File: src/rtl/psd_ram.sv
// simple dual port ram, one write and one registered read per cycle
`default_nettype none
module psd_ram #(
    parameter int WIDTH = 16,
    parameter int DEPTH = 64
) (
    input  wire logic                     i_clk,
    input  wire logic                     i_we,
    input  wire logic [$clog2(DEPTH)-1:0] i_waddr,
    input  wire logic [WIDTH-1:0]         i_wdata,
    input  wire logic [$clog2(DEPTH)-1:0] i_raddr,
    output logic      [WIDTH-1:0]         o_rdata
);
    logic [WIDTH-1:0] r_mem [DEPTH];

    always_ff @(posedge i_clk) begin
        if (i_we) begin
            r_mem[i_waddr] <= i_wdata;
        end
        o_rdata <= r_mem[i_raddr];
    end
endmodule
`default_nettype wire

File: config.mk
export PLATFORM = sky130hd
export DESIGN_NAME = psd_ram
export DESIGN_NICKNAME = d
export VERILOG_FILES = /design/src/rtl/psd_ram.sv
export SDC_FILE = /design/constraint.sdc
export NUM_CORES = 1
export LEC_CHECK = 0
export BUFFER_PORTS_ARGS = -buffer_cell sky130_fd_sc_hd__buf_2
export CORE_ASPECT_RATIO = 1.1
export CORE_UTILIZATION = 49
export CTS_CLUSTER_DIAMETER = 150
export CTS_CLUSTER_SIZE = 10
export DETAILED_ROUTE_END_ITERATION = 7
export SYNTH_ARGS = -nofsm -noshare
export SYNTH_HDL_FRONTEND = slang
export SYNTH_SLANG_ARGS = --single-unit
File: constraint.sdc
create_clock -name i_clk -period 4.8 [get_ports i_clk]
set_input_delay 0.96 -clock i_clk [delete_from_list [all_inputs] [get_ports i_clk]]
set_output_delay 0.96 -clock i_clk [all_outputs]
set_load 0.02 [all_outputs]
# Word level (Yosys, flattened, before mapping)
# Memory sizes are Yosys's and may differ from the RTL's. A register that Yosys moved wholly into a read port is not among the register bits.
# Index checks and enable logic that the tools add are counted.
[totals] register_bits=0 memories=1 output_inout_bits=16 in_bits=30 romBits=0 ram_bits=1024 latchBits=0
[mem_list] memory="r_mem" words=64 width=16 rd=1 rd_clocked_by_memory_dff=1 write_ports=1 line="14" text="logic [WIDTH-1:0] r_mem [DEPTH];"
[classes] mul=0 reduce_logical=0 bitwise=0 n_lt_le_gt_ge=0 addsub=0 n_mux=2 div=0 shift=0 eq_ne=0
[ops] op="$mux W1" count=2

# Logic depth before layout (Yosys ltp)
[depth] ltp_word=2 depth_mapped=10

# Least setup slack after synthesis
# No wires, ideal clock.
[synth_path] path_type="input -> register" from="in i_waddr[3]" to="mem r_mem[48][0], enable pin" required_ns=4.391 cell_stages=4 path_slack_ns=1.805 setup_ns=0.409 arrival_ns=2.586 path_buffers=1 cell_sequence="clkbuf_1 -> nor2b_1 -> nand4b_1 -> nor3_1"
[synth_lines] item="from (decl)" line="9" text="input wire logic [$clog2(DEPTH)-1:0] i_waddr,"
[synth_lines] item="to (decl)" line="14"
# No word-level cell before the write port.

==> results.md <==
- Status: finished, violations left
- Violated checks: DRC
- Most used flip-flop cell after synthesis: edfxtp_1
- Dpl ws: 0.804 ns
- Highest attainable clock frequency: 308 MHz
- Synth Warn #: 0
- Longest Clk Path Bufs: 3
- Reg-to-reg endpoint: o_rdata[15]
- Final worst slack: roughly 1.6 ns
- Detailed placer's ending HPWL: approximately 57000 um
- Initial DRC count: ~2100
- Slack of the worst reg-to-reg path: 2.56 ns
- Synthesized cell area: ~40000 um^2
- Sequential group share of total power: 0.539
- Count of different cell masters after synthesis: 43
- Post-synthesis sequential area ratio: 0.776
- Placeable core region: a little over 80000 um^2
- Detailed route wirelength on metal2: 46200 um
- Endpoint type of the worst setup path: flip-flop
- Share of total power consumed by net switching: 0.211
- Post-detailed-route via-to-cell ratio: roughly 6.2
- Global Route Usage Sum: 0.238
- Flops & latches, synth: 1040
- Count of inserted antenna diode cells: 0
- FFs w/ async S/R, synth: 0
- Highest signal layer in the routed design: met5
- Combined area of the multi-input logic cells: between 8000 and 9000 um^2
- Number of optimization iterations in the first detailed-route pass: 7
- Synthesized instance count: 1829
- Total nets after synthesis: approximately 1900
- Critical Path Fanout Max: 70
- Sequential cell area: ~31000 um^2
- Pin count of the biggest net entering global routing: 87
- Share of the clock period used by the worst path: 0.675
- CP cell instances: buf_8 -> buf_12 -> buf_4 -> mux4_2 -> a22oi_1 -> nand3_1 -> and4_1
- Clk pwr share: 0.410
- DIE AREA: about 83000 um^2
- Worst slew slack as a fraction of its limit: 0.326
- Highest-delay cell along the critical path: buf_8
- Horiz. Die Dim: roughly 270 um
- Count of nets left with antenna violations after detail routing: 0
- Metal-1 WL: a little over 40000 um
- Net switching power of the design: about 0.0040 W
- Library cell used as clock root buffer: clkbuf_16
- Worst vdd ir: 0.309 mV
- Origin of the critical flop-to-flop path: r_mem[22][15]
- Total setup violations reported at the end of the flow: 0
- Share of final-layout standard cells stronger than drive strength 1: 0.261
- H-tree levels: 3
- Data required time at the worst endpoint: about 5.4 ns
- Global-route wire length before repair: 139000 um
- P_leak: roughly 14 nW
- Clock buffers created by TritonCTS: 113
- Final Hold Fails: 0
- Setup repair after global routing missed its margin: false
- Instance count along the most critical hold path: 1
- Num rows: about 110
- Logic gate share of total power: 0.051
- Class of the worst hold path: input pin to flip-flop
- Min-delay src: i_wdata[15]
- Path depth of the worst reg2reg path: 5
- Routed wire per std cell: just over 30 um
- Peak per-stage delay on the critical path: 0.58 ns
- Port Buffers: 45
- Power density over the cells: around 420 nW/um^2
- Number of flops mapped to enable cells by yosys: 1024
- Initial cell density of the core: 0.497
- IO Pins: 46
- Internal power component: ~0.015 W
- Die H: about 300 um
- WS Path Type: input pin to flip-flop
- Hold worst-path end: r_mem[50][15]
- Clock sinks: 1040
- Syn Area/Cell: 21.9 um^2
- Cts hold-fix bufs: 0
- MaxCap Viol Count: 0
- CTS tree: yes
- Clk_lat worst skew: 0.68 ns
- Total of cells resized after clock tree synthesis: 0
- Antenna violations before repair: 6
- Post-route DRC violation count: 7
- Clock-pin slew on the worst setup and hold paths: 0.05 ns
- Wire length on met3: just under 7000 um
- Nets: about 2000
- Category of the worst setup path launch point: input pin
- Fin Setup TNS: 0 ns
- Final Wtd Congestion: between 0.8 and 0.9
- Vias in the first global route: slightly below 20000
- Count of buffers added by post-CTS timing repair for setup: 0
- Worst Clk Skew: roughly 0.027 ns
- Worst endpoint data arrival time: 3.79 ns
- Area Overhead vs Synth: 12.5%
- Min cycle time layout: 3.24 ns
- Congestion Overflow GR: 0
- Final-layout fill cell count: 5982
- Total vias in the final route: ~19000
- Total detailed-routing wirelength: between 90000 and 100000 um
- Worst slew pin tran: about 1.0 ns
- Final slew viol count: 0
==> registers in the layout, summed over array words and instances, names as in the netlist <==
signal   flops
r_mem     1024
o_rdata     16
==> metrics by stage <==
| stage | hold slack (ns) | total power (W) | instances | utilization | cell area, um^2 |
|---|---|---|---|---|---|
| final | 0.709 | 0.0187 | 3121 | 0.559 | 45100 |
| after global routing | 0.693 | 0.0192 | 3121 | 0.559 | 45100 |
| after CTS | 0.660 | 0.0189 | 3121 | 0.559 | 45100 |
| after detailed placement | 0.886 | 0.0113 | 2941 | 0.520 | 41900 |
| after global placement | 0.861 | 0.0112 | 2941 | 0.520 | 41900 |
| after floorplan | 0.750 | 0.0108 | 1829 | - | 40000 |
==> power by group through the flow <==
stage               clock (W)  sequential [W]  combinational, W
global route          0.00813          0.0101           0.00101
finish                0.00768          0.0101          0.000957
CTS                   0.00780          0.0101          0.000968
global placement            0          0.0103          0.000952
detailed placement          0          0.0103          0.000966
floorplan                   0          0.0103          0.000520
==> cell usage after synthesis (6+ instances only) <==
cell,n,share of area
dfxtp_1,16,0.0080
mux2i_1,85,0.021
a211oi_1,8,0.0015
nor2b_1,30,0.0047
mux4_2,220,0.12
edfxtp_1,1024,0.77
a21oi_1,17,0.0021
nor2_1,72,0.0067
a221oi_1,16,0.0035
mux2_2,27,0.0076
a31oi_1,8,0.0012
buf_2,36,0.0045
nand4_1,12,0.0019
a221o_1,6,0.0015
buf_6,17,0.0048
a22oi_1,39,0.0073
buf_4,13,0.0024
a211o_1,8,0.0017
nand2_1,59,0.0055
clkbuf_1,24,0.0022
a311oi_1,8,0.0017
a22o_1,6,0.0013
nand3_1,24,0.0030
==> worst max path at each step <==
stage                from           end  slack, ns  cells after the start
2_1_floorplan  i_waddr[3]  r_mem[48][0]       1.81                      4
3_3_place_gp   i_raddr[0]    o_rdata[7]       0.79                      7
3_5_place_dp   i_raddr[0]    o_rdata[7]       0.80                      7
4_1_cts        i_raddr[0]    o_rdata[7]       1.54                      7
5_1_grt        i_raddr[0]    o_rdata[7]       1.42                      7
6_report       i_raddr[0]   o_rdata[12]       1.56                      7
==> layout make-up <==
class                   instances  area share
well taps                    1054      0.0293
clock inverters                 5     0.00147
flip-flops and latches       1040       0.690
multi-input cells             685       0.183
repair buffers                162      0.0273
clock buffers                 175      0.0689
==> logic make-up after synthesis <==
logic type      share of synthesized area
flops                               0.776
simple gates                       0.0265
compound gates                     0.0241
mux                                 0.155
buf+inv                            0.0183
==> critical path, delay by kind of cell <==
family | cells | cell delay [ns]
buffers and inverters | 3 | 1.23
AND/OR/NAND/NOR | 2 | 0.68
multiplexers | 1 | 0.58
AO/OA/AOI/OAI | 1 | 0.20
==> per-layer routing <==
layer / vias up / track usage
li1: 8017 / -
met1: 10400 / 0.343
met5: - / 0
met2: 726 / 0.374
met4: 4 / 0.0731
met3: 144 / 0.0431
==> layout by cell type (no fill, tap or decap), types with 4 or more instances in the layout <==
master	instances
buf_4	109
nand3_1	24
clkbuf_1	60
mux2i_1	85
nor2_1	71
mux2_2	27
clkbuf_16	115
a22o_1	6
and4_1	5
buf_12	8
nand2_1	59
edfxtp_1	1024
a31oi_1	8
nand4_1	12
o21ai_0	5
a211oi_1	8
a311oi_1	8
a221o_1	6
a22oi_1	39
mux4_1	4
a221oi_1	16
nor2b_1	29
a41oi_1	5
a211o_1	8
a21oi_1	17
mux4_2	220
dfxtp_1	16
buf_2	42
Note: power is estimated with default switching activity, not from simulation.
