===== src/rtl/psd_pkg.sv =====
// shared types, constants and codes of the syn port scan detector
`default_nettype none
package psd_pkg;

    localparam int TABLE_ENTRIES   = 64;
    localparam int PORTS_PER_ENTRY = 32;
    localparam int ENT_AW          = $clog2(TABLE_ENTRIES);
    localparam int PIDX_W          = $clog2(PORTS_PER_ENTRY);
    localparam int PORT_AW         = ENT_AW + PIDX_W;
    localparam int PORT_DEPTH      = TABLE_ENTRIES * PORTS_PER_ENTRY;
    localparam int USED_W          = ENT_AW + 1;
    localparam int PCNT_W          = PIDX_W + 1;

    localparam logic [5:0]  THRESHOLD_RST = 6'd15;
    localparam logic [15:0] WINDOW_RST    = 16'd10;
    localparam logic [15:0] COOLDOWN_RST  = 16'd60;
    localparam logic [15:0] IDLE_RST      = 16'd300;

    typedef enum logic [1:0] {
        ST_IGNORED = 2'd0,
        ST_COUNTED = 2'd1,
        ST_DROPPED = 2'd2,
        ST_SWEEP   = 2'd3
    } t_status;

    typedef enum logic [1:0] {
        CFG_THRESHOLD = 2'd0,
        CFG_WINDOW    = 2'd1,
        CFG_COOLDOWN  = 2'd2,
        CFG_IDLE      = 2'd3
    } t_cfg_idx;

    typedef struct packed {
        logic        action;
        logic [31:0] source_addr;
        logic [31:0] dest_addr;
        logic [15:0] dest_port;
        logic        syn_bit;
        logic        ack_bit;
        logic [31:0] now_seconds;
    } t_in;

    typedef struct packed {
        logic [1:0] status;
        logic       alert;
        logic [5:0] unique_ports;
        logic [6:0] evicted_count;
    } t_res;

    typedef struct packed {
        logic [5:0]  port_threshold;
        logic [15:0] window_seconds;
        logic [15:0] cooldown_seconds;
        logic [15:0] idle_seconds;
    } t_cfg;

    typedef struct packed {
        logic [31:0]       source;
        logic [31:0]       dest;
        logic [31:0]       window_start;
        logic [31:0]       last_alert;
        logic              has_alerted;
        logic [31:0]       idle_stamp;
        logic [PCNT_W-1:0] port_total;
    } t_entry;

    localparam int ENTRY_W = $bits(t_entry);

    typedef struct packed {
        logic              we;
        logic [ENT_AW-1:0] waddr;
        t_entry            wdata;
        logic [ENT_AW-1:0] raddr;
    } t_ent_req;

    typedef struct packed {
        logic               we;
        logic [PORT_AW-1:0] waddr;
        logic [15:0]        wdata;
        logic [PORT_AW-1:0] raddr;
    } t_port_req;

    typedef enum logic [3:0] {
        S_IDLE,
        S_SRCH_RD,
        S_SRCH_CK,
        S_PREP,
        S_PSCAN_RD,
        S_PSCAN_CK,
        S_UPDATE,
        S_SW_RD,
        S_SW_CK,
        S_MV_RD,
        S_MV_WR,
        S_PC_RD,
        S_PC_WR
    } t_state;

endpackage
`default_nettype wire


===== src/rtl/psd_ctrl.sv =====
// sequencer: pair search, port list scan, update and idle sweep
`default_nettype none
module psd_ctrl import psd_pkg::*; (
    input  wire logic  i_clk,
    input  wire logic  i_rst_n,
    input  wire logic  i_start,
    input  wire t_in   i_in,
    input  wire t_cfg  i_cfg,
    output logic       o_busy,
    output logic       o_res_valid,
    output t_res       o_res,
    output t_ent_req   o_ent_req,
    input  wire t_entry i_ent_rdata,
    output t_port_req  o_port_req,
    input  wire logic [15:0] i_port_rdata
);
    t_state            r_state, n_state;
    t_in               r_in, n_in;
    t_entry            r_ent, n_ent;
    logic [USED_W-1:0] r_used, n_used;
    logic [USED_W-1:0] r_cnt, n_cnt;
    logic [ENT_AW-1:0] r_idx, n_idx;
    logic [PCNT_W-1:0] r_pcnt, n_pcnt;
    logic              r_seen, n_seen;
    logic [6:0]        r_evict, n_evict;
    logic              r_res_valid, n_res_valid;
    t_res              r_res, n_res;

    logic [USED_W-1:0] last_idx;
    logic [31:0]       d_window, d_alert, d_idle;
    logic              do_store, do_alert;
    logic [PCNT_W-1:0] new_count;

    assign last_idx = r_used - USED_W'(1);
    assign d_window = r_in.now_seconds - r_ent.window_start;
    assign d_alert  = r_in.now_seconds - r_ent.last_alert;
    assign d_idle   = r_in.now_seconds - i_ent_rdata.idle_stamp;
    assign do_store = !r_seen && (r_ent.port_total < PCNT_W'(PORTS_PER_ENTRY));
    assign new_count = do_store ? r_ent.port_total + PCNT_W'(1) : r_ent.port_total;
    assign do_alert = (new_count >= i_cfg.port_threshold)
                      && (!r_ent.has_alerted || d_alert > {16'h0, i_cfg.cooldown_seconds});

    always_ff @(posedge i_clk) begin
        if (!i_rst_n) begin
            r_state     <= S_IDLE;
            r_used      <= '0;
            r_res_valid <= 1'b0;
        end else begin
            r_state     <= n_state;
            r_used      <= n_used;
            r_res_valid <= n_res_valid;
        end
        r_in    <= n_in;
        r_ent   <= n_ent;
        r_cnt   <= n_cnt;
        r_idx   <= n_idx;
        r_pcnt  <= n_pcnt;
        r_seen  <= n_seen;
        r_evict <= n_evict;
        r_res   <= n_res;
    end

    always_comb begin
        n_state     = r_state;
        n_in        = r_in;
        n_ent       = r_ent;
        n_used      = r_used;
        n_cnt       = r_cnt;
        n_idx       = r_idx;
        n_pcnt      = r_pcnt;
        n_seen      = r_seen;
        n_evict     = r_evict;
        n_res_valid = 1'b0;
        n_res       = r_res;
        o_ent_req   = '0;
        o_port_req  = '0;
        o_ent_req.raddr  = r_cnt[ENT_AW-1:0];
        o_port_req.raddr = {r_idx, r_pcnt[PIDX_W-1:0]};

        case (r_state)
            S_IDLE: begin
                if (i_start) begin
                    n_in    = i_in;
                    n_cnt   = '0;
                    n_evict = '0;
                    if (i_in.action) begin
                        n_state = S_SW_RD;
                    end else if (!(i_in.syn_bit && !i_in.ack_bit)) begin
                        n_res_valid = 1'b1;
                        n_res       = '0;
                        n_res.status = ST_IGNORED;
                    end else begin
                        n_state = S_SRCH_RD;
                    end
                end
            end
            S_SRCH_RD: begin
                if (r_cnt >= r_used) begin
                    if (r_used >= USED_W'(TABLE_ENTRIES)) begin
                        n_res_valid  = 1'b1;
                        n_res        = '0;
                        n_res.status = ST_DROPPED;
                        n_state      = S_IDLE;
                    end else begin
                        // new entry goes at the end of the packed table
                        n_ent.source       = r_in.source_addr;
                        n_ent.dest         = r_in.dest_addr;
                        n_ent.window_start = r_in.now_seconds;
                        n_ent.last_alert   = '0;
                        n_ent.has_alerted  = 1'b0;
                        n_ent.port_total   = '0;
                        n_idx   = r_used[ENT_AW-1:0];
                        n_used  = r_used + USED_W'(1);
                        n_state = S_PREP;
                    end
                end else begin
                    n_state = S_SRCH_CK;
                end
            end
            S_SRCH_CK: begin
                if (i_ent_rdata.source == r_in.source_addr &&
                    i_ent_rdata.dest == r_in.dest_addr) begin
                    n_ent   = i_ent_rdata;
                    n_idx   = r_cnt[ENT_AW-1:0];
                    n_state = S_PREP;
                end else begin
                    n_cnt   = r_cnt + USED_W'(1);
                    n_state = S_SRCH_RD;
                end
            end
            S_PREP: begin
                n_ent.idle_stamp = r_in.now_seconds;
                if (d_window > {16'h0, i_cfg.window_seconds}) begin
                    n_ent.window_start = r_in.now_seconds;
                    n_ent.port_total   = '0;
                end
                n_pcnt  = '0;
                n_seen  = 1'b0;
                n_state = S_PSCAN_RD;
            end
            S_PSCAN_RD: begin
                if (r_pcnt >= r_ent.port_total) begin
                    n_state = S_UPDATE;
                end else begin
                    n_state = S_PSCAN_CK;
                end
            end
            S_PSCAN_CK: begin
                if (i_port_rdata == r_in.dest_port) begin
                    n_seen  = 1'b1;
                    n_state = S_UPDATE;
                end else begin
                    n_pcnt  = r_pcnt + PCNT_W'(1);
                    n_state = S_PSCAN_RD;
                end
            end
            S_UPDATE: begin
                o_port_req.we    = do_store;
                o_port_req.waddr = {r_idx, r_ent.port_total[PIDX_W-1:0]};
                o_port_req.wdata = r_in.dest_port;
                o_ent_req.we     = 1'b1;
                o_ent_req.waddr  = r_idx;
                o_ent_req.wdata  = r_ent;
                o_ent_req.wdata.port_total = new_count;
                if (do_alert) begin
                    o_ent_req.wdata.last_alert  = r_in.now_seconds;
                    o_ent_req.wdata.has_alerted = 1'b1;
                end
                n_res_valid        = 1'b1;
                n_res              = '0;
                n_res.status       = ST_COUNTED;
                n_res.alert        = do_alert;
                n_res.unique_ports = 6'(new_count);
                n_state            = S_IDLE;
            end
            S_SW_RD: begin
                if (r_cnt >= r_used) begin
                    n_res_valid         = 1'b1;
                    n_res               = '0;
                    n_res.status        = ST_SWEEP;
                    n_res.evicted_count = r_evict;
                    n_state             = S_IDLE;
                end else begin
                    n_state = S_SW_CK;
                end
            end
            S_SW_CK: begin
                if (d_idle > {16'h0, i_cfg.idle_seconds}) begin
                    if (r_cnt != last_idx) begin
                        n_state = S_MV_RD;
                    end else begin
                        n_used  = last_idx;
                        n_evict = r_evict + 7'd1;
                        n_state = S_SW_RD;
                    end
                end else begin
                    n_cnt   = r_cnt + USED_W'(1);
                    n_state = S_SW_RD;
                end
            end
            S_MV_RD: begin
                o_ent_req.raddr = last_idx[ENT_AW-1:0];
                n_state = S_MV_WR;
            end
            S_MV_WR: begin
                o_ent_req.we    = 1'b1;
                o_ent_req.waddr = r_cnt[ENT_AW-1:0];
                o_ent_req.wdata = i_ent_rdata;
                n_pcnt  = '0;
                n_state = S_PC_RD;
            end
            S_PC_RD: begin
                o_port_req.raddr = {last_idx[ENT_AW-1:0], r_pcnt[PIDX_W-1:0]};
                n_state = S_PC_WR;
            end
            S_PC_WR: begin
                // copy the last entry's port list into the freed slot
                o_port_req.we    = 1'b1;
                o_port_req.waddr = {r_cnt[ENT_AW-1:0], r_pcnt[PIDX_W-1:0]};
                o_port_req.wdata = i_port_rdata;
                if (r_pcnt == PCNT_W'(PORTS_PER_ENTRY - 1)) begin
                    n_used  = last_idx;
                    n_evict = r_evict + 7'd1;
                    n_state = S_SW_RD;
                end else begin
                    n_pcnt  = r_pcnt + PCNT_W'(1);
                    n_state = S_PC_RD;
                end
            end
            default: begin
                n_state = S_IDLE;
            end
        endcase
    end

    assign o_busy      = (r_state != S_IDLE);
    assign o_res_valid = r_res_valid;
    assign o_res       = r_res;
endmodule
`default_nettype wire


===== config.mk =====
export PLATFORM = sky130hd
export DESIGN_NAME = psd_ctrl
export DESIGN_NICKNAME = d
export VERILOG_FILES = /design/src/rtl/psd_pkg.sv /design/src/rtl/psd_ctrl.sv
export SDC_FILE = /design/constraint.sdc
export NUM_CORES = 1
export LEC_CHECK = 0
export BUFFER_PORTS_ARGS = -buffer_cell sky130_fd_sc_hd__buf_2
export CAP_MARGIN = 10
export CORE_AREA = 10 10 225 227
export CTS_BUF_LIST = sky130_fd_sc_hd__clkbuf_4
export CTS_CLUSTER_SIZE = 16
export DETAILED_ROUTE_END_ITERATION = 7
export DIE_AREA = 0 0 235 237
export HOLD_SLACK_MARGIN = 0.03
export PLACE_DENSITY = 0.76
export SETUP_SLACK_MARGIN = 0.1
export SLEW_MARGIN = 5
export SYNTH_ARGS = -nofsm -noshare
export SYNTH_HDL_FRONTEND = slang
export SYNTH_SLANG_ARGS = --single-unit

===== constraint.sdc =====
create_clock -name i_clk -period 12.9 [get_ports i_clk]
set_clock_uncertainty 0.1 [all_clocks]
set_input_delay 1.29 -clock i_clk [delete_from_list [all_inputs] [get_ports i_clk]]
set_output_delay 1.29 -clock i_clk [all_outputs]
set_load 0.02 [all_outputs]

# Yosys cells after proc, flatten, opt, wreduce, memory -nomap -nowiden
# Index checks and enable logic that the tools add are counted.
# word_totals
ff_bits	334
input_bits	355
out_inout_bits	237
elab_cells	174
# classes
addsub	9
order_cmp	8
n_eq_ne	35
mux	68
reduce_logical	31
# op_table
operator	n
$pmux 174 s2	1
$mux 129	2
$mux 167	1
$pmux 64 s2	1
$gt 32x16->1	3
$mux 16	6
$pmux 32 s3	1
$sub 32x32->32	3
$mux 7	11
$pmux 33 s2	1
$eq 32x32->1	2
$pmux 16 s4	1
$pmux 32 s2	1
$pmux 7 s3	3
$mux 6	10
$pmux 28 s2	1
$pmux 4 s12	1
$pmux 6 s3	2
$ne 2x2->1 const B	17
$mux 33	1
$mux 32	1
$mux 4	7
$add 7x1->7 const B	3
$eq 4x4->1 const B	5
other kinds (33)	66

# Logic depth before layout (Yosys ltp)
# Gate-level depths: netlist of run 1.
# logic_depth
depth_word	7
depth_mapped	23
depth_no_buf	22

# Worst setup path before layout of run 1
# Ideal clock, no wire load.
# synth_path
kind	input port to flip-flop
startpoint	input i_ent_rdata[135] in the netlist's numbering
endpoint	register r_ent[103] in the netlist's numbering (enable)
setup_time_ns	0.599
arrival_time_ns	7.503
t_required_ns	12.201
setup_slack_ns	4.698
path_stages	8
n_path_buf	0
path_cell_list	xor2_1 nor4_1 nand4_1 nor4_1 a21oi_1 nor3_1 o21ai_0 a21oi_1
# synth_between
elab_chain_cells	4
# synth_lines
element	line_no	text
start: declaration	psd_ctrl.sv:13	input wire t_entry i_ent_rdata,
$eq 32x32->1	psd_ctrl.sv:121	if (i_ent_rdata.source == r_in.source_addr &&
$logic_and 1x1->1	psd_ctrl.sv:121	
$ne 2x2->1 (no source line)	--	
$reduce_and 4->1 (no source line)	--	
end signal: assignment	psd_ctrl.sv:54	r_ent <= n_ent;
end: declaration	psd_ctrl.sv:19	t_entry r_ent, n_ent;
# Every way passes these cells.
# A chain may end at the register's enable or synchronous reset.

==> results of run 1 <==
state kept, by name (all words and copies together), names as in the netlist:
signal / cells
r_state: 4
r_cnt: 7
r_used: 7
r_evict: 7
r_ent: 167
r_pcnt: 6
r_idx: 6
r_in: 112
o_res_valid: 1
o_res: 16
r_seen: 1
worst max-delay path, cell delays in order, from the launching register on:
cell,delay (ps)
edfxtp_1,620
inv_1,270
fa_1,510
nor2b_1,200
o31ai_2,100
a21oi_1,210
a41o_1,360
nand3_1,110
nand2_1,90
xor2_1,70
ha_1,310
nand4_1,140
or2_2,340
or3_1,400
a2111oi_0,440
and4bb_2,320
nand4_4,690
mux2_4,570
o211ai_2,80
buf_2,200
final cells by class:
cell class	count	area share, %
antenna	17	0.1451
clock buffer	142	3.636
clock inverter	23	0.5889
inverter	184	2.355
multi-input combinational	1892	46.15
sequential	334	33.80
tap	607	2.590
timing repair buffer	613	10.74
where the power goes:
group          internal [mW]  switching [mW]
Sequential              1.36           0.105
Clock                  0.545           0.501
Combinational          0.484           0.761
logic make-up after synthesis:
| group | count (synthesis) | share of synthesized area [%] |
|---|---|---|
| flip-flops | 334 | 40.21 |
| XOR/XNOR | 163 | 5.792 |
| AND/OR/NAND/NOR | 756 | 14.91 |
| adder cells (fa/ha/maj) | 169 | 8.671 |
| buffers and inverters | 319 | 5.153 |
| AO/OA/AOI/OAI | 661 | 18.37 |
| multiplexers | 143 | 6.904 |
cells in the mapped netlist, types with 10 or more instances:
| master | number | share of area [%] |
|---|---|---|
| nand2_1 | 276 | 4.2 |
| buf_2 | 12 | 0.24 |
| dfxtp_1 | 12 | 0.97 |
| clkbuf_1 | 102 | 1.6 |
| a21oi_1 | 122 | 2.5 |
| nand3_1 | 73 | 1.5 |
| buf_1 | 10 | 0.15 |
| and3_1 | 14 | 0.36 |
| a21o_1 | 67 | 2.0 |
| nand4_1 | 42 | 1.1 |
| mux2_4 | 29 | 1.8 |
| nor2_1 | 130 | 2.0 |
| or2_2 | 11 | 0.28 |
| nand2b_1 | 21 | 0.53 |
| mux2i_1 | 14 | 0.57 |
| nor4_1 | 33 | 0.84 |
| or3_1 | 10 | 0.25 |
| xnor2_1 | 72 | 2.6 |
| o21ai_0 | 191 | 3.9 |
| edfxtp_1 | 322 | 39 |
| o211ai_2 | 29 | 1.5 |
| ha_1 | 166 | 8.4 |
| o21a_1 | 20 | 0.61 |
| mux2_2 | 100 | 4.6 |
| xor2_1 | 91 | 3.2 |
| a22o_1 | 96 | 3.4 |
| a211oi_1 | 17 | 0.52 |
| and2_1 | 60 | 1.5 |
| nor3_1 | 34 | 0.69 |
| a31oi_1 | 11 | 0.28 |
| o211ai_1 | 12 | 0.37 |
| inv_1 | 184 | 2.8 |
| nor2b_1 | 23 | 0.58 |
metal layers:
| metal | vias up | routed length, um | global-route usage [%] |
|---|---|---|---|
| met2 | 1345 | 43610 | 51.80 |
| met1 | 11190 | 35930 | 38.59 |
| met4 | 8 | 4024 | 14.86 |
| met3 | 206 | 9164 | 7.746 |
| li1 | 10550 | - | - |
| met5 | - | 40 | 0 |
worst min path at each step:
stage | start | end | depth (start not counted)
finish | r_used[1]$_SDFFE_PN0P_ | r_used[1]$_SDFFE_PN0P_ | 2
global placement | r_used[1]$_SDFFE_PN0P_ | r_used[1]$_SDFFE_PN0P_ | 2
CTS | i_in[70] | r_in[70]$_DFFE_PP_ | 1
global route | i_in[70] | r_in[70]$_DFFE_PP_ | 1
detailed placement | r_used[1]$_SDFFE_PN0P_ | r_used[1]$_SDFFE_PN0P_ | 2
floorplan | r_used[1]$_SDFFE_PN0P_ | r_used[1]$_SDFFE_PN0P_ | 2
==> run metrics, run 1 <==
setup violators final 0; Achievable Freq about 120 MHz; TritonCTS buffer count 91; area growth from synthesis to layout 18.97%; # fillers a little under 4000; CP max FO 33; PnR worst setup slack 4581 ps; vias post-DR 23300; placed instance area around 28000 um^2; worst reg2reg endpoint r_cnt[1]$_SDFFCE_PN0P_; Vias/cell 6.111; first-pass GRT wire length 138.3 mm; Tmin final 8319 ps; dpl hpwl approximately 71 mm; Final Hold Fails 0; htree depth 3; #FFs+latches synth 334; Post-CTS Setup Bufs 0; Setup crit end o_ent_req[74]; Overflow after GRT 0; EDFF count, synth between 300 and 400; share of cells above drive strength 1 between 30% and 40%; gr usage total 31.60%; Max Root-Sink Buffers 3; period utilization roughly 64%; Slew Limit Headroom 26.24%; final RePlAce weighted congestion 0.9936; Sink Count 334; # placed instances about 3600; # resized after CTS 0; Power Total 3.756 mW; reg2reg start r_in[8]$_DFFE_PP_; Synth Net Count 3069; Peak VDD IR 0.1014 mV; LEAKAGE about 13 nW; core area 46160 um^2; transition time of the tightest slew-check pin around 1100 ps; Clock Tree Root clkbuf_4; max-slew violation count 0; row count just under 80; die area ~56000 um^2; Post-Place Worst Slack 5503 ps; reg2reg setup slack ~6600 ps; status finished clean; Multi-input gate area 13530 um^2; Finished Layout Cells 3812; Final Cell Area 29320 um^2; register area share after synthesis 40.21%; buffers added on ports 591; Mapped Cells ~2500; Distinct cells, synth a little over 80; asr flop ratio synth 0%; drt drc 0; critical path capture point type output port; total of max-cap violations 0; post-DR wirelength/cell roughly 24 um; cts hold-fix bufs 0; hold crit path type flop to flop; boundary pin count roughly 590; most frequent cells in the layout buf_2 (591), edfxtp_1 (322), nand2_1 (276), o21ai_0 (191), inv_1 (184); fin util 63.52%; 1st-pass router iterations 6; Data arrival, critical path 6930 ps; Critical Path Source r_in[1]$_DFFE_PP_; Die X 235 um; crit path launch type flop; nets@finish around 3600; Detailed Route Iter0 Violations 2359; initial antenna violation count 27; Synth Cell Area 24650 um^2; clock latency on the worst-skew pair 880 ps; power density over cell area 128.1 nW/um^2; RSZ-0062 raised after global routing no; hold slack 423.1 ps; synthesized area per cell just under 10 um^2; vias in the first global route 23110; Starting Density ~53%; worst-case reg-to-reg path depth 21; CP Data Required Time around 12000 ps; height of the die 237 um; Post-synth top flop edfxtp_1; number of routed nets with antenna violations 0; TritonCTS clock tree yes; Post-Route Setup TNS 0 ps; total wire length a little over 90 mm; register area 9910 um^2; commonest non-fill, non-tap cell in the layout buf_2; kind of critical path flop to output port; yosys warns 0; largest net degree at the start of global routing between 150 and 200; Worst-path clk slew roughly 70 ps
Power figures use the tool's default switching activity.
==> run 2: changes to the inputs <==
Settings changed: CORE_AREA 10 10 225 227 to not set, CORE_MARGIN set to 10, CORE_UTILIZATION set to 51, DIE_AREA 0 0 235 237 to not set.
Clock period 12.9 ns to 7.3 ns, I/O delays scaled along.
==> run 2 against run 1 <==
Compared with the run above: power rose by 79%; sequential cell count did not move; sequential power rose by 77%; combinational power rose by 85%; global-route usage rose by 1.5 points; cell count rose by 4.6%; sequential share of layout area fell by 1.7 points; critical path depth rose by 1; count of clock-buffer cells in the layout fell by 8; design area rose by 5.4%; worst setup slack got worse by 4300 ps; first-iteration DRC count rose by 0.89%; largest cell class unchanged.
==> run metrics, run 2 (synthesis gave the netlist of run 1 again) <==
status finished clean; Largest register FFs 167 (unchanged); dpl hpwl 72.54 mm (+1.8%); nets@finish 3807 (+4.6%); critical path capture point type output port; Final Hold Fails 0 (unchanged); Clock Tree Root clkbuf_4; commonest non-fill, non-tap cell in the layout buf_2; most frequent cells in the layout buf_2 (591), edfxtp_1 (322), nand2_1 (276), o21ai_0 (191), inv_1 (184); power density over cell area 217.1 nW/um^2 (+69%); boundary pin count 592 (unchanged); Min-Delay Startpoint i_ent_rdata[38]; Vias/cell 6.095 (-0.26%); Biggest register r_ent; share of cells above drive strength 1 28.52% (-1.5 points); first-pass GRT wire length 146.6 mm (+6.0%); drt drc 0 (unchanged); max-slew violation count 0 (unchanged); reg2reg setup slack 1030 ps (-5590 ps); Detailed Route Iter0 Violations 2380 (+0.89%); largest net degree at the start of global routing 152 (unchanged); row count 80 (+1.3%); transition time of the tightest slew-check pin 1248 ps (+141.7 ps); Sink Count 334 (unchanged); vias in the first global route 24400 (+5.6%); Die X 239.8 um (+2.1%); area growth from synthesis to layout 25.39%; hold slack 83.68 ps (-339.5 ps); worst-case reg-to-reg path depth 20 (-4.8%); final RePlAce weighted congestion 1.024 (+3.1%); total of max-cap violations 0 (unchanged); htree depth 3 (unchanged); Slew Limit Headroom 16.79% (-9.4 points); height of the die 239.8 um (+1.2%); Worst-path clk slew 60 ps (about the same); Post-Route Setup TNS 0 ps (unchanged); gr usage total 33.11% (+1.5 points); RSZ-0062 raised after global routing no; worst reg2reg endpoint r_cnt[3]$_SDFFCE_PN0P_; TritonCTS buffer count 96 (+5.5%); LEAKAGE 13.75 nW (+5.0%); number of routed nets with antenna violations 0 (unchanged); Achievable Freq between 100 and 150 MHz; setup violators final 0 (unchanged); core area 47750 um^2 (+3.4%); Data arrival, critical path 6140 ps (-790 ps); Max Root-Sink Buffers 3 (unchanged); Starting Density 51.62% (-1.8 points); TritonCTS clock tree yes; Hold Crit Endpoint r_ent[38]$_SDFFCE_PN0P_; kind of critical path flop to output port; period utilization 95.47%; post-DR wirelength/cell 24.89 um (+2.3%); Overflow after GRT 0 (unchanged); Power Total 6.711 mW (+79%); total wire length 99.23 mm (+7.0%); clock latency on the worst-skew pair 900 ps (+20 ps); CP max FO 29 (-12%); CP Data Required Time 6470 ps (-5040 ps); Tmin final 6969 ps; die area 57520 um^2 (+3.3%); hold crit path type input pin to flop; vias post-DR 24300 (+4.3%); placed instance area 28070 um^2 (+0.17%); buffers added on ports 591 (unchanged); Final Cell Area 30900 um^2 (+5.4%); Peak VDD IR 0.1618 mV (+60%); reg2reg start r_in[10]$_DFFE_PP_; initial antenna violation count 16 (-41%); hold path cells 2 (unchanged); crit path launch type flop; 1st-pass router iterations 6 (unchanged)
==> run 2: metrics by stage <==
stage	setup WS, ps	instances	util, %
final	330.6	3987	64.73
after global routing	87.72	3983	64.71
after CTS	129.8	3969	64.59
after detailed placement	897.6	3642	58.79
after global placement	1167	3642	58.79
after floorplan	133.0	2545	-
==> run 2: report_power, final <==
part	switching [mW]	internal, mW	total [mW]
clock network	0.919	0.891	1.81
registers	0.197	2.41	2.60
logic	1.38	0.915	2.30
total	2.50	4.21	6.71
==> run 2: area by class of cell <==
type	count	area, um^2
fillers	3813	16840
multi-input cells	1892	13530
flip-flops and latches	334	9910
repair buffers	775	4750
clock buffers	134	1006
well taps	615	769.5
inverters	184	690.7
clock inverters	37	205.2
diodes	16	40.04
==> run 2: how the worst max path moves through the flow <==
stage | cells after the start | end | slack [ps] | from
finish | 20 | o_ent_req[68] | 330 | r_in[1]$_DFFE_PP_
detailed placement | 22 | r_cnt[0]$_SDFFCE_PN0P_ | 900 | i_ent_rdata[16]
global placement | 22 | r_cnt[5]$_SDFFCE_PN0P_ | 1170 | i_ent_rdata[14]
global route | 20 | o_ent_req[68] | 90 | r_in[1]$_DFFE_PP_
floorplan | 7 | r_cnt[0]$_SDFFCE_PN0P_ | 130 | r_state[3]$_SDFFE_PN0P_
CTS | 20 | o_ent_req[72] | 130 | r_in[1]$_DFFE_PP_
==> run 2: what timing repair did <==
action	4_1_cts	5_1_grt
endpoints found under the setup margin	0	28
resized for setup	0	4
buffers inserted	0	2
hold endpoints to repair	156	0
hold buffers	156	0
==> run 2: layer usage <==
layer  track usage, %  share of wire (%)
met5                0              0.013
met2            54.75                 48
met3            7.149                9.3
met1            39.15                 37
met4            19.31                5.6
==> run 2: critical path, cell delays in order (launching register included) <==
cell	delay, ps
edfxtp_1	490
inv_1	220
fa_1	490
nor2b_1	190
o31ai_2	100
a21oi_1	220
a41o_2	320
nand3_1	100
nand2_1	90
xor2_1	70
ha_1	300
nand4_1	120
or2_2	320
or3_1	400
a2111oi_0	380
and4bb_2	310
nand4_4	210
buf_8	290
mux2_2	300
o211ai_1	100
buf_2	210
==> run 3: changes to the inputs <==
Settings changed: BUFFER_PORTS_ARGS -buffer_cell sky130_fd_sc_hd__buf_2 to not set, CORE_AREA set to 10 10 225 227, CORE_MARGIN 10 to not set, CORE_UTILIZATION 51 to not set, DIE_AREA set to 0 0 235 237, DONT_BUFFER_PORTS set to 1, PLACE_DENSITY 0.76 to 0.67.
==> run 3 against run 2 <==
Compared with the run above: maximum frequency rose by 0.34%; worst setup slack improved by 24 ps; count of clock-buffer cells in the layout fell by 7; die area fell by 3.2%; critical path depth did not move; wire length fell by 1.5%; sequential cell count did not move; power fell by 2.8%; hold slack improved by 18 ps; clock power fell by 6%.
==> run metrics, run 3 (synthesis gave the netlist of run 1 again) <==
Max Root-Sink Buffers 3 (unchanged); Clock Tree Root clkbuf_4; boundary pin count 592 (unchanged); power density over cell area 225.2 nW/um^2 (+3.7%); core area 46160 um^2 (-3.3%); total of max-cap violations 0 (unchanged); final RePlAce weighted congestion 1.003 (-2.1%); CP max FO 14 (-52%); Final Cell Area 28950 um^2 (-6.3%); post-DR wirelength/cell 28.06 um (+13%); Tmin final 6946 ps (-23.58 ps); Worst-path clk slew 60 ps (about the same); LEAKAGE 11.50 nW (-16%); Data arrival, critical path 6120 ps (-20 ps); kind of critical path flop to output port; vias in the first global route 22400 (-8.2%); Achievable Freq 144.0 MHz (+0.34%); placed instance area 25150 um^2 (-10%); Slew Limit Headroom 15.73% (-1.1 points); TritonCTS clock tree yes; critical path capture point type output port; Detailed Route Iter0 Violations 2272 (-4.5%); # fillers 3750 (-1.7%); Final Hold Fails 0 (unchanged); clock latency on the worst-skew pair 920 ps (+20 ps); period utilization 95.15% (-0.32 points); drt drc 0 (unchanged); buffers added on ports 0 (-100%); dpl hpwl 69.96 mm (-3.6%); TritonCTS buffer count 93 (-3.1%); die area 55700 um^2 (-3.2%); Die X 235 um (-2.0%); area growth from synthesis to layout 17.48%; total wire length 97.71 mm (-1.5%); height of the die 237 um (-1.2%); number of routed nets with antenna violations 0 (unchanged); row count 79 (-1.3%); first-pass GRT wire length 144.0 mm (-1.8%); initial antenna violation count 8 (-8); nets@finish 3325 (-13%); Largest register FFs 167 (unchanged); share of cells above drive strength 1 12.88% (-16 points); setup violators final 0 (unchanged); Peak VDD IR 0.1868 mV (+15%); largest net degree at the start of global routing 152 (unchanged); vias post-DR 22410 (-7.8%); Post-Route Setup TNS 0 ps (unchanged); hold crit path type input pin to flop; Biggest register r_ent; status finished clean; max-slew violation count 0 (unchanged); gr usage total 33.41% (+0.30 points); RSZ-0062 raised after global routing no; Sink Count 334 (unchanged); Vias/cell 6.436 (+5.6%); CP Data Required Time 6470 ps (about the same); crit path launch type flop; Overflow after GRT 0 (unchanged); commonest non-fill, non-tap cell in the layout edfxtp_1; Starting Density 53.39% (+1.8 points); htree depth 3 (unchanged); transition time of the tightest slew-check pin 1261 ps (+13.03 ps); most frequent cells in the layout edfxtp_1 (322), nand2_1 (276), dlygate4sd3_1 (258), o21ai_0 (191), inv_1 (184); 1st-pass router iterations 8 (+2)
## run 3: cell count changes in the layout (fill, tap and decap cells not counted), moves of 4 or more
cell,change
buf_2,-591
dlygate4sd3_1,+102
buf_4,+7
clkbuf_4,-7
diode_2,-7
clkinv_1,-4
## run 3: final timing paths
check	startpoint	end	slack, ps	depth (start not counted)
max reg2reg	r_in[10]$_DFFE_PP_	r_evict[2]$_SDFFCE_PP0P_	800	20
min reg2reg	r_used[1]$_SDFFE_PN0P_	r_used[1]$_SDFFE_PN0P_	430	2
min	i_ent_rdata[12]	r_ent[12]$_DFFE_PP_	100	2
max	r_in[0]$_DFFE_PP_	o_ent_req[62]	350	20
## run 3: worst max-delay path: stages (launching register included)
cell       delay, ps
edfxtp_1         350
inv_1            160
ha_1             280
fa_1             430
nor2b_1          220
o31ai_2          100
a21oi_1          240
a41o_2           330
nand3_1           90
nand2_1           90
xor2_1            70
ha_1             300
nand4_1          120
or2_2            320
or3_1            400
a2111oi_1        440
and4bb_2         360
nand4_4          150
buf_12           230
mux2_2           290
o211ai_1         260
## run 3: final cells by class
cell class              count  area (um^2)  area share, %
diodes                      9        22.52        0.07778
well taps                 607        759.5          2.623
flip-flops and latches    334         9910          34.22
multi-input cells        1893        13560          46.82
clock inverters            33        151.4         0.5229
clock buffers             127        953.4          3.293
repair buffers            295         2910          10.05
inverters                 184        690.7          2.385
## run 3: metal layers
layer / GRT usage [%] / part of all wire [%] / vias up
li1: - / - / 9907
met1: 39.37 / 37 / 10750
met2: 54.94 / 47 / 1453
met3: 8.672 / 10 / 300
met4: 18.30 / 6.0 / 2
met5: 0 / 0.0092 / -
## run 3: power by group
part	switching (mW)	internal, mW
sequential	0.213	2.41
clock	0.906	0.807
combinational	1.32	0.867
total	2.44	4.08
## run 3: per-stage QoR
stage                     util (%)  total power [mW]  setup slack, ps  hold slack (ps)  instances
after floorplan                  -             4.068            133.0            379.6       2545
after global placement       54.49             4.594            701.2            403.6       3050
after detailed placement     54.49             4.635            622.5            417.3       3050
after CTS                    62.58             6.438            165.3            41.42       3471
after global routing         62.71             6.858            85.93            48.55       3480
final                        62.72             6.521            354.1            101.5       3482
## run 3: what timing repair did
action	4_1_cts	5_1_grt
hold buffers	258	0
pin swaps	0	2
endpoints found under the setup margin	32	32
buffers inserted	2	2
gates cloned	1	0
resized for setup	1	2
hold endpoints to repair	268	0
